$ cat config.mk
export PLATFORM = sky130hd
export DESIGN_NAME = bitmap_page_allocator
export DESIGN_NICKNAME = d
export VERILOG_FILES = /design/src/sv/bpa_pkg.sv /design/src/sv/bpa_bitmap_store.sv /design/src/sv/bpa_word_scan.sv /design/src/sv/bitmap_page_allocator.sv
export SDC_FILE = /design/constraint.sdc
export NUM_CORES = 2
export LEC_CHECK = 0
export ABC_AREA = 1
export BUFFER_PORTS_ARGS = -buffer_cell sky130_fd_sc_hd__buf_2
export CORE_MARGIN = 5
export CORE_UTILIZATION = 45
export CTS_CLUSTER_DIAMETER = 120
export DETAILED_ROUTE_END_ITERATION = 10
export MAX_ROUTING_LAYER = met4
export PLACE_DENSITY_LB_ADDON = 0.12
export SETUP_SLACK_MARGIN = 0.02
export SLEW_MARGIN = 20
export SYNTH_ARGS = -nofsm -noshare
export SYNTH_HDL_FRONTEND = slang
export SYNTH_SLANG_ARGS = --single-unit
export TNS_END_PERCENT = 1
$ cat constraint.sdc
create_clock -name clock -period 10.6 [get_ports clock]
set_input_delay 0.53 -clock clock [delete_from_list [all_inputs] [get_ports clock]]
set_output_delay 0.53 -clock clock [all_outputs]
set_load 0.005 [all_outputs]
$ cat src/sv/bpa_pkg.sv
`default_nettype none
// ---------------------------------------------------------------------------
// Bitmap page allocator package
// Sizes, opcodes, controller states and the bitmap store request type.
// ---------------------------------------------------------------------------
package bpa_pkg;

   localparam int NUM_PAGES  = 4096;
   localparam int WORD_BITS  = 64;
   localparam int WORD_COUNT = (NUM_PAGES + WORD_BITS - 1) / WORD_BITS;
   localparam int BIT_W      = $clog2(WORD_BITS);
   localparam int ADDR_W     = $clog2(WORD_COUNT);
   localparam int PAGE_W     = 12;
   localparam int COUNT_W    = 13;

   localparam logic [COUNT_W-1:0] NUM_PAGES_C = COUNT_W'(NUM_PAGES);
   localparam logic [ADDR_W-1:0]  LAST_WORD   = ADDR_W'(WORD_COUNT - 1);

   typedef logic [WORD_BITS-1:0] word_type;
   typedef logic [ADDR_W-1:0]    waddr_type;
   typedef logic [BIT_W-1:0]     bitpos_type;

   typedef enum logic [1:0] {
      OP_ALLOC   = 2'd0,
      OP_DEALLOC = 2'd1,
      OP_QUERY   = 2'd2,
      OP_NONE    = 2'd3
   } opcode_type;

   typedef enum logic [3:0] {
      ST_IDLE = 4'b0001,
      ST_READ = 4'b0010,
      ST_EVAL = 4'b0100,
      ST_DONE = 4'b1000
   } state_type;

   typedef struct packed {
      logic      rd_en;
      logic      wr_en;
      waddr_type addr;
      word_type  wr_data;
   } store_req_type;

endpackage
`default_nettype wire

$ cat src/sv/bpa_bitmap_store.sv
`default_nettype none
// ---------------------------------------------------------------------------
// Bitmap store
// One-port word memory with registered read and a valid bit per word;
// a word never written reads as all free.
// ---------------------------------------------------------------------------
module bpa_bitmap_store (
   input  wire logic                   clock,
   input  wire logic                   reset,
   input  wire bpa_pkg::store_req_type req,
   output      bpa_pkg::word_type      rd_data
);
   import bpa_pkg::*;

   word_type               words_ff [WORD_COUNT];
   logic [WORD_COUNT-1:0]  valid_ff;
   word_type               rd_data_ff;
   logic                   rd_valid_ff;

   always_ff @(posedge clock) begin
      if (req.wr_en) begin
         words_ff[req.addr] <= req.wr_data;
      end
      if (req.rd_en) begin
         rd_data_ff <= words_ff[req.addr];
      end
   end

   always_ff @(posedge clock) begin
      if (reset) begin
         valid_ff    <= '0;
         rd_valid_ff <= 1'b0;
      end else begin
         if (req.wr_en) begin
            valid_ff[req.addr] <= 1'b1;
         end
         if (req.rd_en) begin
            rd_valid_ff <= valid_ff[req.addr];
         end
      end
   end

   assign rd_data = rd_valid_ff ? rd_data_ff : '0;

`ifndef SYNTHESIS
   a_no_rd_wr_same_cycle: assert property (@(posedge clock) disable iff (reset)
      !(req.rd_en && req.wr_en))
      else $error("bitmap store read and write in one cycle");
   a_write_marks_valid: assert property (@(posedge clock) disable iff (reset)
      req.wr_en |=> valid_ff[$past(req.addr)])
      else $error("written word not marked valid");
   a_read_of_unwritten_is_free: assert property (@(posedge clock) disable iff (reset)
      (req.rd_en && !valid_ff[req.addr]) |=> (rd_data == '0))
      else $error("unwritten word not read as free");
`endif

endmodule
`default_nettype wire

$ cat src/sv/bpa_word_scan.sv
`default_nettype none
// ---------------------------------------------------------------------------
// Word scan
// Finds the lowest free bit of a bitmap word at or above a masked floor and
// forms the word with that bit marked used.
// ---------------------------------------------------------------------------
module bpa_word_scan (
   input  wire bpa_pkg::word_type   word,
   input  wire bpa_pkg::word_type   low_mask,
   output      logic                found,
   output      bpa_pkg::bitpos_type pos,
   output      bpa_pkg::word_type   set_word
);
   import bpa_pkg::*;

   word_type masked;
   word_type first_zero;

   always_comb begin
      masked     = word | low_mask;
      first_zero = (masked + word_type'(1)) & ~masked;
      found      = ~&masked;
      set_word   = word | first_zero;
      pos        = '0;
      for (int i = 0; i < WORD_BITS; i++) begin
         if (first_zero[i]) begin
            pos = pos | BIT_W'(i);
         end
      end
   end

endmodule
`default_nettype wire

$ cat src/sv/bitmap_page_allocator.sv
`default_nettype none
// ---------------------------------------------------------------------------
// Bitmap page allocator
// Tracks used/free pages in a word bitmap; allocate, deallocate and query.
// ---------------------------------------------------------------------------
// Usage:
//   req_*  : one transfer per operation (opcode, page_index).
//   rsp_*  : one transfer per operation (ok, page_out, used_count).
//   One operation is in flight at a time. Deallocate and query take one
//   bitmap read each. Allocate reads one bitmap word at a time, each
//   read followed by an evaluate step, starting at the hint word and
//   stopping at the first free bit or after the last word (no wrap).
//   Rejected operations (full, out of range, unused opcode) skip the read.
//   The single-port bitmap memory sets the rate: read, evaluate, write.
//   A result waits in the output register while the next request is
//   taken; a stalled receiver holds the controller only once the next
//   result is ready.
//   Reset frees every page and zeroes the count and the hint;
//   per-word valid bits stand in for a clearing pass.
// ---------------------------------------------------------------------------
module bitmap_page_allocator (
   input  wire logic                        clock,
   input  wire logic                        reset,
   input  wire logic                        req_valid,
   output      logic                        req_ready,
   input  wire logic [1:0]                  req_opcode,
   input  wire logic [bpa_pkg::PAGE_W-1:0]  req_page_index,
   output      logic                        rsp_valid,
   input  wire logic                        rsp_ready,
   output      logic                        rsp_ok,
   output      logic [bpa_pkg::PAGE_W-1:0]  rsp_page_out,
   output      logic [bpa_pkg::COUNT_W-1:0] rsp_used_count
);
   import bpa_pkg::*;

   state_type            state_ff, state_in;
   opcode_type           op_ff, op_in;
   logic [PAGE_W-1:0]    idx_ff, idx_in;
   waddr_type            addr_ff, addr_in;
   logic [COUNT_W-1:0]   used_ff, used_in;
   logic [COUNT_W-1:0]   hint_ff, hint_in;
   logic                 res_ok_ff, res_ok_in;
   logic [PAGE_W-1:0]    res_page_ff, res_page_in;

   logic                 rsp_valid_ff, rsp_valid_in;
   logic                 rsp_ok_ff;
   logic [PAGE_W-1:0]    rsp_page_ff;
   logic [COUNT_W-1:0]   rsp_count_ff;

   store_req_type        st_req;
   word_type             st_rd_data;
   word_type             low_mask;
   logic                 scan_found;
   bitpos_type           scan_pos;
   word_type             scan_word;
   logic                 req_xfer;
   logic                 rsp_free;
   logic                 page_bit;
   logic [PAGE_W-1:0]    new_page;

   bpa_bitmap_store u_store (
      .clock   (clock),
      .reset   (reset),
      .req     (st_req),
      .rd_data (st_rd_data)
   );

   bpa_word_scan u_scan (
      .word     (st_rd_data),
      .low_mask (low_mask),
      .found    (scan_found),
      .pos      (scan_pos),
      .set_word (scan_word)
   );

   assign req_ready = (state_ff == ST_IDLE);
   assign req_xfer  = req_valid && req_ready;
   assign rsp_free  = !rsp_valid_ff || rsp_ready;
   assign page_bit  = st_rd_data[idx_ff[BIT_W-1:0]];
   assign new_page  = {addr_ff, scan_pos};
   assign low_mask  = (addr_ff == hint_ff[BIT_W +: ADDR_W])
                      ? ((word_type'(1) << hint_ff[BIT_W-1:0]) - word_type'(1))
                      : '0;

   always_comb begin
      state_in    = state_ff;
      op_in       = op_ff;
      idx_in      = idx_ff;
      addr_in     = addr_ff;
      used_in     = used_ff;
      hint_in     = hint_ff;
      res_ok_in   = res_ok_ff;
      res_page_in = res_page_ff;
      st_req      = '0;
      st_req.addr = addr_ff;

      case (state_ff)
         ST_IDLE: begin
            if (req_xfer) begin
               op_in       = opcode_type'(req_opcode);
               idx_in      = req_page_index;
               res_ok_in   = 1'b0;
               res_page_in = '0;
               state_in    = ST_DONE;
               case (opcode_type'(req_opcode))
                  OP_ALLOC: begin
                     addr_in = hint_ff[BIT_W +: ADDR_W];
                     if (used_ff < NUM_PAGES_C && hint_ff < NUM_PAGES_C) begin
                        state_in = ST_READ;
                     end
                  end
                  OP_DEALLOC, OP_QUERY: begin
                     addr_in = req_page_index[BIT_W +: ADDR_W];
                     if ({1'b0, req_page_index} < NUM_PAGES_C) begin
                        state_in = ST_READ;
                     end
                  end
                  default: begin
                     state_in = ST_DONE;
                  end
               endcase
            end
         end
         ST_READ: begin
            st_req.rd_en = 1'b1;
            state_in     = ST_EVAL;
         end
         ST_EVAL: begin
            case (op_ff)
               OP_ALLOC: begin
                  if (scan_found) begin
                     st_req.wr_en   = 1'b1;
                     st_req.wr_data = scan_word;
                     used_in        = used_ff + COUNT_W'(1);
                     hint_in        = {1'b0, new_page} + COUNT_W'(1);
                     res_ok_in      = 1'b1;
                     res_page_in    = new_page;
                     state_in       = ST_DONE;
                  end else if (addr_ff == LAST_WORD) begin
                     state_in = ST_DONE;
                  end else begin
                     addr_in  = addr_ff + waddr_type'(1);
                     state_in = ST_READ;
                  end
               end
               OP_DEALLOC: begin
                  if (page_bit) begin
                     st_req.wr_en   = 1'b1;
                     st_req.wr_data = st_rd_data
                                      & ~(word_type'(1) << idx_ff[BIT_W-1:0]);
                     if (used_ff != '0) begin
                        used_in = used_ff - COUNT_W'(1);
                     end
                     if ({1'b0, idx_ff} < hint_ff) begin
                        hint_in = {1'b0, idx_ff};
                     end
                     res_ok_in = 1'b1;
                  end
                  state_in = ST_DONE;
               end
               OP_QUERY: begin
                  res_ok_in = !page_bit;
                  state_in  = ST_DONE;
               end
               default: begin
                  state_in = ST_DONE;
               end
            endcase
         end
         ST_DONE: begin
            if (rsp_free) begin
               state_in = ST_IDLE;
            end
         end
         default: begin
            state_in = ST_IDLE;
         end
      endcase
   end

   assign rsp_valid_in = ((state_ff == ST_DONE) && rsp_free)
                         || (rsp_valid_ff && !rsp_ready);

   always_ff @(posedge clock) begin
      if (reset) begin
         state_ff     <= ST_IDLE;
         used_ff      <= '0;
         hint_ff      <= '0;
         rsp_valid_ff <= 1'b0;
      end else begin
         state_ff     <= state_in;
         used_ff      <= used_in;
         hint_ff      <= hint_in;
         rsp_valid_ff <= rsp_valid_in;
      end
   end

   always_ff @(posedge clock) begin
      op_ff       <= op_in;
      idx_ff      <= idx_in;
      addr_ff     <= addr_in;
      res_ok_ff   <= res_ok_in;
      res_page_ff <= res_page_in;
      if (state_ff == ST_DONE && rsp_free) begin
         rsp_ok_ff    <= res_ok_ff;
         rsp_page_ff  <= res_page_ff;
         rsp_count_ff <= used_ff;
      end
   end

   assign rsp_valid      = rsp_valid_ff;
   assign rsp_ok         = rsp_ok_ff;
   assign rsp_page_out   = rsp_page_ff;
   assign rsp_used_count = rsp_count_ff;

`ifndef SYNTHESIS
   a_state_onehot: assert property (@(posedge clock) disable iff (reset)
      $onehot(state_ff))
      else $error("controller state not one-hot");
   a_count_in_range: assert property (@(posedge clock) disable iff (reset)
      used_ff <= NUM_PAGES_C)
      else $error("used page count out of range");
   a_hint_in_range: assert property (@(posedge clock) disable iff (reset)
      hint_ff <= NUM_PAGES_C)
      else $error("search hint out of range");
   a_write_only_in_eval: assert property (@(posedge clock) disable iff (reset)
      st_req.wr_en |-> (state_ff == ST_EVAL))
      else $error("bitmap write outside evaluate state");
   a_transfer_leaves_idle: assert property (@(posedge clock) disable iff (reset)
      req_xfer |=> (state_ff != ST_IDLE))
      else $error("controller idle after request transfer");
`endif

endmodule
`default_nettype wire
Word-level counts from Yosys, hierarchy flattened
Memories as Yosys holds them, arrays and structs flattened. A register that Yosys moved wholly into a read port is not among the register bits.
Index checks and enable logic that the tools add are counted.
- register bits: 155
- bits in writable memories: 4096
- bits of input ports: 18
- word-level logic and storage cells: 266
- memories: 1
- memory list (name ; depth ; bits a word ; read ports ; clocked after memory_dff ; wr ports ; line ; source):
    u_store.words_ff ; 64 ; 64 ; 1 ; 1 ; 1 ; bpa_bitmap_store.sv:15 ; word_type words_ff [WORD_COUNT];
- $add $sub $neg: 6
- magnitude comparators: 6
- equality and inequality tests: 23
- shift-type cells: 2
- muxes and demuxes: 182
- bitwise gates (word level): 7
- reduce and logical (&&, ||, !) cells: 25
- operators by type and width (kind ; count):
    2-to-1 mux 64 bit ; 12
    2-to-1 mux 13 bit ; 22
    2-to-1 mux 6 bit ; 45
    bitwise OR 64 bit ; 3
    AND 64 bit ; 2
    inverter 64 bit ; 2
    one-hot mux 64 bit (2 select lines) ; 1
    << shifter 1 x 6 -> 64 bit (first input constant) ; 2
    2-to-1 mux 4 bit ; 30
    2-to-1 mux 12 bit ; 9
    2-to-1 mux 5 bit ; 16
    adder 64 x 1 -> 64 bit (second input constant) ; 1
    AND reduction 64 bit ; 1
    subtractor 64 x 1 -> 64 bit (second input constant) ; 1
    one-hot mux 13 bit (2 select lines) ; 2
    less-than comparator 13 bit (second input constant) ; 2
    2-to-1 mux 1 bit ; 26
    one-hot mux 12 bit (2 select lines) ; 1
    one-hot mux 6 bit (2 select lines) ; 2
    one-hot mux 4 bit (4 select lines) ; 1
    AND reduction 5 bit ; 3
    less-than comparator 6 x 7 -> 1 bit (second input constant) ; 2
    adder 12 x 1 -> 13 bit (second input constant) ; 1
    adder 13 x 1 -> 13 bit (second input constant) ; 1
    other kinds (35) ; 63

Logic depth before layout (Yosys ltp)
- depth after elaboration: 75
- depth in mapped cells: 39
- gate-level depth less buffers: 36

By module
From an unflattened synthesis, not the netlist that was laid out.
- cell total of the unflattened synthesis: 15760
- area, all modules: 178680.1 um2
- by module, submodules not included (module ; instances ; cells an instance ; area an instance (um2) ; seq. area each (um2)):
    bpa_bitmap_store ; 1 ; 13452 ; 165864.1 ; 126221.1
    bitmap_page_allocator ; 1 ; 1518 ; 9419.0 ; 2392.3
    bpa_word_scan ; 1 ; 790 ; 3397.0 ; 0.0

Worst setup path after synthesis
OpenSTA, ideal clock, no wires.
- path kind: flip-flop to flip-flop
- start: register hint_ff[4]
- end: memory u_store.words_ff[0][0] (netlist name) (enable)
- arrival: 5.629 ns
- path slack: 4.484 ns
- cell stages (with the launch flop): 28
- period minus slack after synthesis: 6.116 ns
- cell sequence: dfxtp_1 > buf_6 > inv_4 > buf_6 > nand4_2 > nor2_2 > inv_2 > ha_1 > nand2_2 > nor2_8 > nand2_2 > nor2_8 > nand2_2 > nor2_1 > nand2_1 > nand3_1 > a21oi_1 > nand2_1 > inv_1 > nand2_1 > nor2_1 > nand3_1 > nand2_1 > nand2_1 > nand2_1 > nor2_1 > inv_2 > nor2_1
- cells in the longest elaborated chain, start to end: 13
- ends and longest elaborated chain (element ; line ; source):
    start: declaration ; bitmap_page_allocator.sv:41 ; logic [COUNT_W-1:0] hint_ff, hint_in;
    start signal: assignment ; bitmap_page_allocator.sv:193 ; hint_ff <= hint_in;
    << shifter 1 x 6 -> 64 bit ; bitmap_page_allocator.sv:82 ; ? ((word_type'(1) << hint_ff[BIT_W-1:0]) - word_type'(1))
    subtractor 64 x 1 -> 64 bit ; bitmap_page_allocator.sv:82 ;
    2-to-1 mux 64 bit ; bitmap_page_allocator.sv:82 ;
    bitwise OR 64 bit ; bpa_word_scan.sv:20 ; masked = word | low_mask;
    AND reduction 64 bit ; bpa_word_scan.sv:22 ; found = ~&masked;
    2-to-1 mux 1 bit ; bitmap_page_allocator.sv:131 ; if (scan_found) begin
    2-to-1 mux 1 bit ; bitmap_page_allocator.sv:129 ; case (op_ff)
    2-to-1 mux 1 bit ; bitmap_page_allocator.sv:97 ; case (state_ff)
    one-hot mux 1 bit (2 select lines) ; bitmap_page_allocator.sv:129 ;
    2-to-1 mux 1 bit (2 in a row) ; bitmap_page_allocator.sv:97 ;
    2-to-1 mux 1 bit ; bpa_bitmap_store.sv:21 ; if (req.wr_en) begin
    2-to-1 mux 1 bit (not written as such) ; bpa_bitmap_store.sv:22 ; words_ff[req.addr] <= req.wr_data;
    end: declaration ; bpa_bitmap_store.sv:15 ;
No other way between the ends. The select of a mux whose other input is x is not followed.

Final worst setup path
- start: register hint_ff[4]
- end: memory u_store.words_ff[37][3] (netlist name) (enable)
The elaborated chain is that of the path after synthesis.

==> results.json <==
{
  "run_status": "complete, no violations",
  "clockBufferDepth": 4,
  "post_synth.cell_area_avg_um2": 15.1,
  "antenna_found_initial": 36,
  "layout.area.seq_mm2": 0.129,
  "die_outline_height_um": 616,
  "p_total_mw": 37.5,
  "viasPerCell": 6.43,
  "worst_hold_path_type": "input port to flop",
  "report.final.setup_viol": 0,
  "fin_nets": 11300,
  "maxCapViolations": 0,
  "slew_headroom_pct": 19.3,
  "path_class": "flop to flop",
  "final.min_clock_period_ns": 7.30,
  "post-route-drc-count": 0,
  "areaGrowthSynthToFinish_pct": 13.4,
  "timing.critical_path.slowest_cell_delay_ns": 0.74,
  "numCtsBuffers": 441,
  "async_reset_ff_share_pct": 0,
  "layout.core_utilization_pct": 51.2,
  "critical_path.max_fanout": 35,
  "wl_per_cell_um": 37.4,
  "clock_tree_from_tritoncts": "done",
  "ioPinCount": 46,
  "postSynthRegisterBits": 4315,
  "ys_seq_area_share_pct": 77.7,
  "standard_cell_with_the_maximum_stage_delay_on_the_critical_path": "nor2_4",
  "gp_congestion": 0.979,
  "ant_nets": 0,
  "yosys_warnings": 0,
  "count_of_distinct_cell_types_in_the_synthesized_netlist": 67,
  "grt_setup_unrepaired": "false",
  "core_region_area_mm2": 0.366,
  "cellPowerDensity_mw_per_mm2": 200,
  "worstSetupStartpointType": "flop",
  "commonest_register_cell_after_synthesis": "edfxtp_1",
  "global_route_congestion_overflow_total": 0,
  "first_global_vias": 99900,
  "fin_setup_tns_ns": 0,
  "grt_first_pass_wirelength_um": 840000,
  "overall_routed_net_length_um": 615000,
  "clk_root_buffer_cell": "clkbuf_16",
  "final-max-slew-violation-count": 0,
  "placed_area_mm2": 0.174,
  "detail_route.iter0.violations": 14800,
  "synth_enable_flop_cells": 4219,
  "fin_hold_ws_ns": 0.0718,
  "synthesis.instances": 11000,
  "worst-endpoint-required_ns": 11.18,
  "layout-drive-gt1-share_pct": 11.6,
  "timing.critical_path.to_type": "flop",
  "post_cts.resized_instances": 0,
  "finalHoldViolCount": 0,
  "dp_hpwl_um": 361000,
  "htreeDepth": 5,
  "grt.total_usage_pct": 32.4,
  "finalInstanceArea_mm2": 0.188,
  "cellLeakagePower_nw": 53.2,
  "period_share_pct": 68.9,
  "worstMarginPinSlew_ns": 1.21,
  "clock-sinks": 4315,
  "dieWidth_um": 616,
  "multi_input_area_mm2": 0.0344,
  "clock-skew-final_ns": 0.0990,
  "fillers": 30400,
  "most_frequent_cell_on_critical_path": "nand2_1",
  "core.rowCount": 222,
  "worst_skew_pair.late_latency_ns": 1.01,
  "grt_max_degree": 104,
  "detailroute.via_count": 106000,
  "worst_ir_drop_vdd_mv": 0.142,
  "initial_core_util_pct": 45.2,
  "synth_area_mm2": 0.165,
  "fp.dieArea_mm2": 0.380,
  "cts.clk_slew.worst_paths_ns": 0.06,
  "max_freq_mhz": 137,
  "worst-endpoint-arrival_ns": 7.88,
  "place.port_buffers": 45,
  "syn-num-nets": 11000,
  "detail_route.first_pass.iterations": 6
}
==> routing by layer <==
metal	GRT usage, %	routed length [um]	up-vias
met4	10.5	22900	0
met5	-	0	-
met1	45.6	256000	55200
met3	5.50	56800	950
met2	48.5	279000	5949
li1	-	-	43500
==> final cells by class <==
type | instances | area share [%]
diodes | 26 | 0.0347
clock buffers | 554 | 6.15
clock inverters | 260 | 1.12
inverters | 314 | 0.640
multi-input cells | 5722 | 18.3
flip-flops and latches | 4315 | 68.6
well taps | 4816 | 3.21
repair buffers | 420 | 1.95
==> critical path: cells and delay by family (launching register included) <==
kind	cells	cell delay, ns
buffers and inverters	9	2.60
flip-flops	1	0.31
adder cells (fa/ha/maj)	1	0.22
AND/OR/NAND/NOR	21	3.59
==> worst paths after layout <==
check	cells after the start	from	endpoint	slack [ns]
setup / recovery	31	hint_ff[4]$_SDFFE_PP0P_	u_store.words_ff[37][3]$_DFFE_PP_	3.30
hold / removal	2	reset	state_ff[2]$_SDFFE_PP0P_	0.07
setup reg to reg	31	hint_ff[4]$_SDFFE_PP0P_	u_store.words_ff[37][3]$_DFFE_PP_	3.30
hold reg to reg	0	res_page_ff[0]$_SDFFCE_PN0P_	rsp_page_out[0]$_DFFE_PP_	0.42
==> what timing repair did <==
action                                  CTS  global route
hold endpoints to repair                 20             0
endpoints found under the setup margin    0             0
buffers inserted                          0             0
hold buffers                             16             0
==> cells in the final DEF, fill, tap and decap left out, drive strengths merged, types with 30 or more instances in the layout <==
cell	count
edfxtp	4219
nand2	2061
a22oi	630
nand4	587
clkbuf	554
a221oi	497
nor2	486
a22o	470
buf	404
inv	321
nand3	251
a21oi	251
clkinv	218
o21ai	111
dfxtp	96
o21a	71
nor3	58
a31oi	43
ha	30
==> power breakdown <==
group | leakage (nW) | switching, mW | total [mW] | internal, mW
registers | 30.2 | 0.0323 | 18.5 | 18.5
clock network | 6.68 | 6.46 | 14.9 | 8.39
logic | 16.4 | 2.83 | 4.08 | 1.25
total | 53.2 | 9.33 | 37.5 | 28.2
==> state kept, by name (all words and copies together) (netlist names), 13 cells and up <==
name,flops
u_store.rd_data_ff,64
hint_ff,13
u_store.words_ff,4096
used_ff,13
rsp_used_count,13
u_store.valid_ff,64
==> cells in the mapped netlist (7+ instances only) <==
library cell     n  share of area [%]
edfxtp_1      4219                 77
nand2_2         45               0.17
a2111o_1        25               0.17
a21boi_0        13              0.059
nor2_2          44               0.17
nand2_1       2012                4.6
dfxtp_1         96                1.2
nand3_1        236               0.71
clkbuf_1       429               0.97
buf_6           15               0.10
inv_1          275               0.62
or2_2            9              0.034
a31oi_1         43               0.16
o2111ai_1       11              0.058
nor3_1          52               0.16
a22o_1         470                2.5
a21oi_1        250               0.76
nor4_1           9              0.034
buf_4            7              0.032
o211ai_1        26               0.12
nor2_8           8              0.097
inv_2           25              0.057
a221oi_1       497                2.6
a211oi_1        17              0.077
nand3_2         14              0.085
o21a_1          71               0.32
o22ai_1         10              0.038
clkinv_1         7              0.016
o21ai_0        101               0.31
xor2_1          16              0.085
buf_2           21              0.064
a22oi_1        630                2.9
nor2_1         414               0.94
buf_1          137               0.31
nand4_2         10              0.076
nand4_1        576                2.2
nand3b_1         9              0.041
nor2_4          20               0.14
ha_1            30               0.23
==> through the flow <==
step / setup slack (ns) / cells
after detailed placement: 3.42 / 15600
final: 3.30 / 16400
after floorplan: 4.48 / 11000
after CTS: 3.34 / 16400
after global placement: 3.26 / 15600
after global routing: 3.02 / 16400
==> cell families (layout without fill, tap and decap cells) <==
family / count (synthesis) / after routing / synth area share, %
flip-flops: 4315 / 4315 / 77.7
AND/OR/NAND/NOR: 3479 / 3479 / 9.52
buffers and inverters: 925 / 1548 / 2.22
adder cells (fa/ha/maj): 31 / 31 / 0.239
other: 0 / 26 / 0
XOR/XNOR: 19 / 19 / 0.101
AO/OA/AOI/OAI: 2193 / 2193 / 10.2
Note: power is estimated with default switching activity, not from simulation.
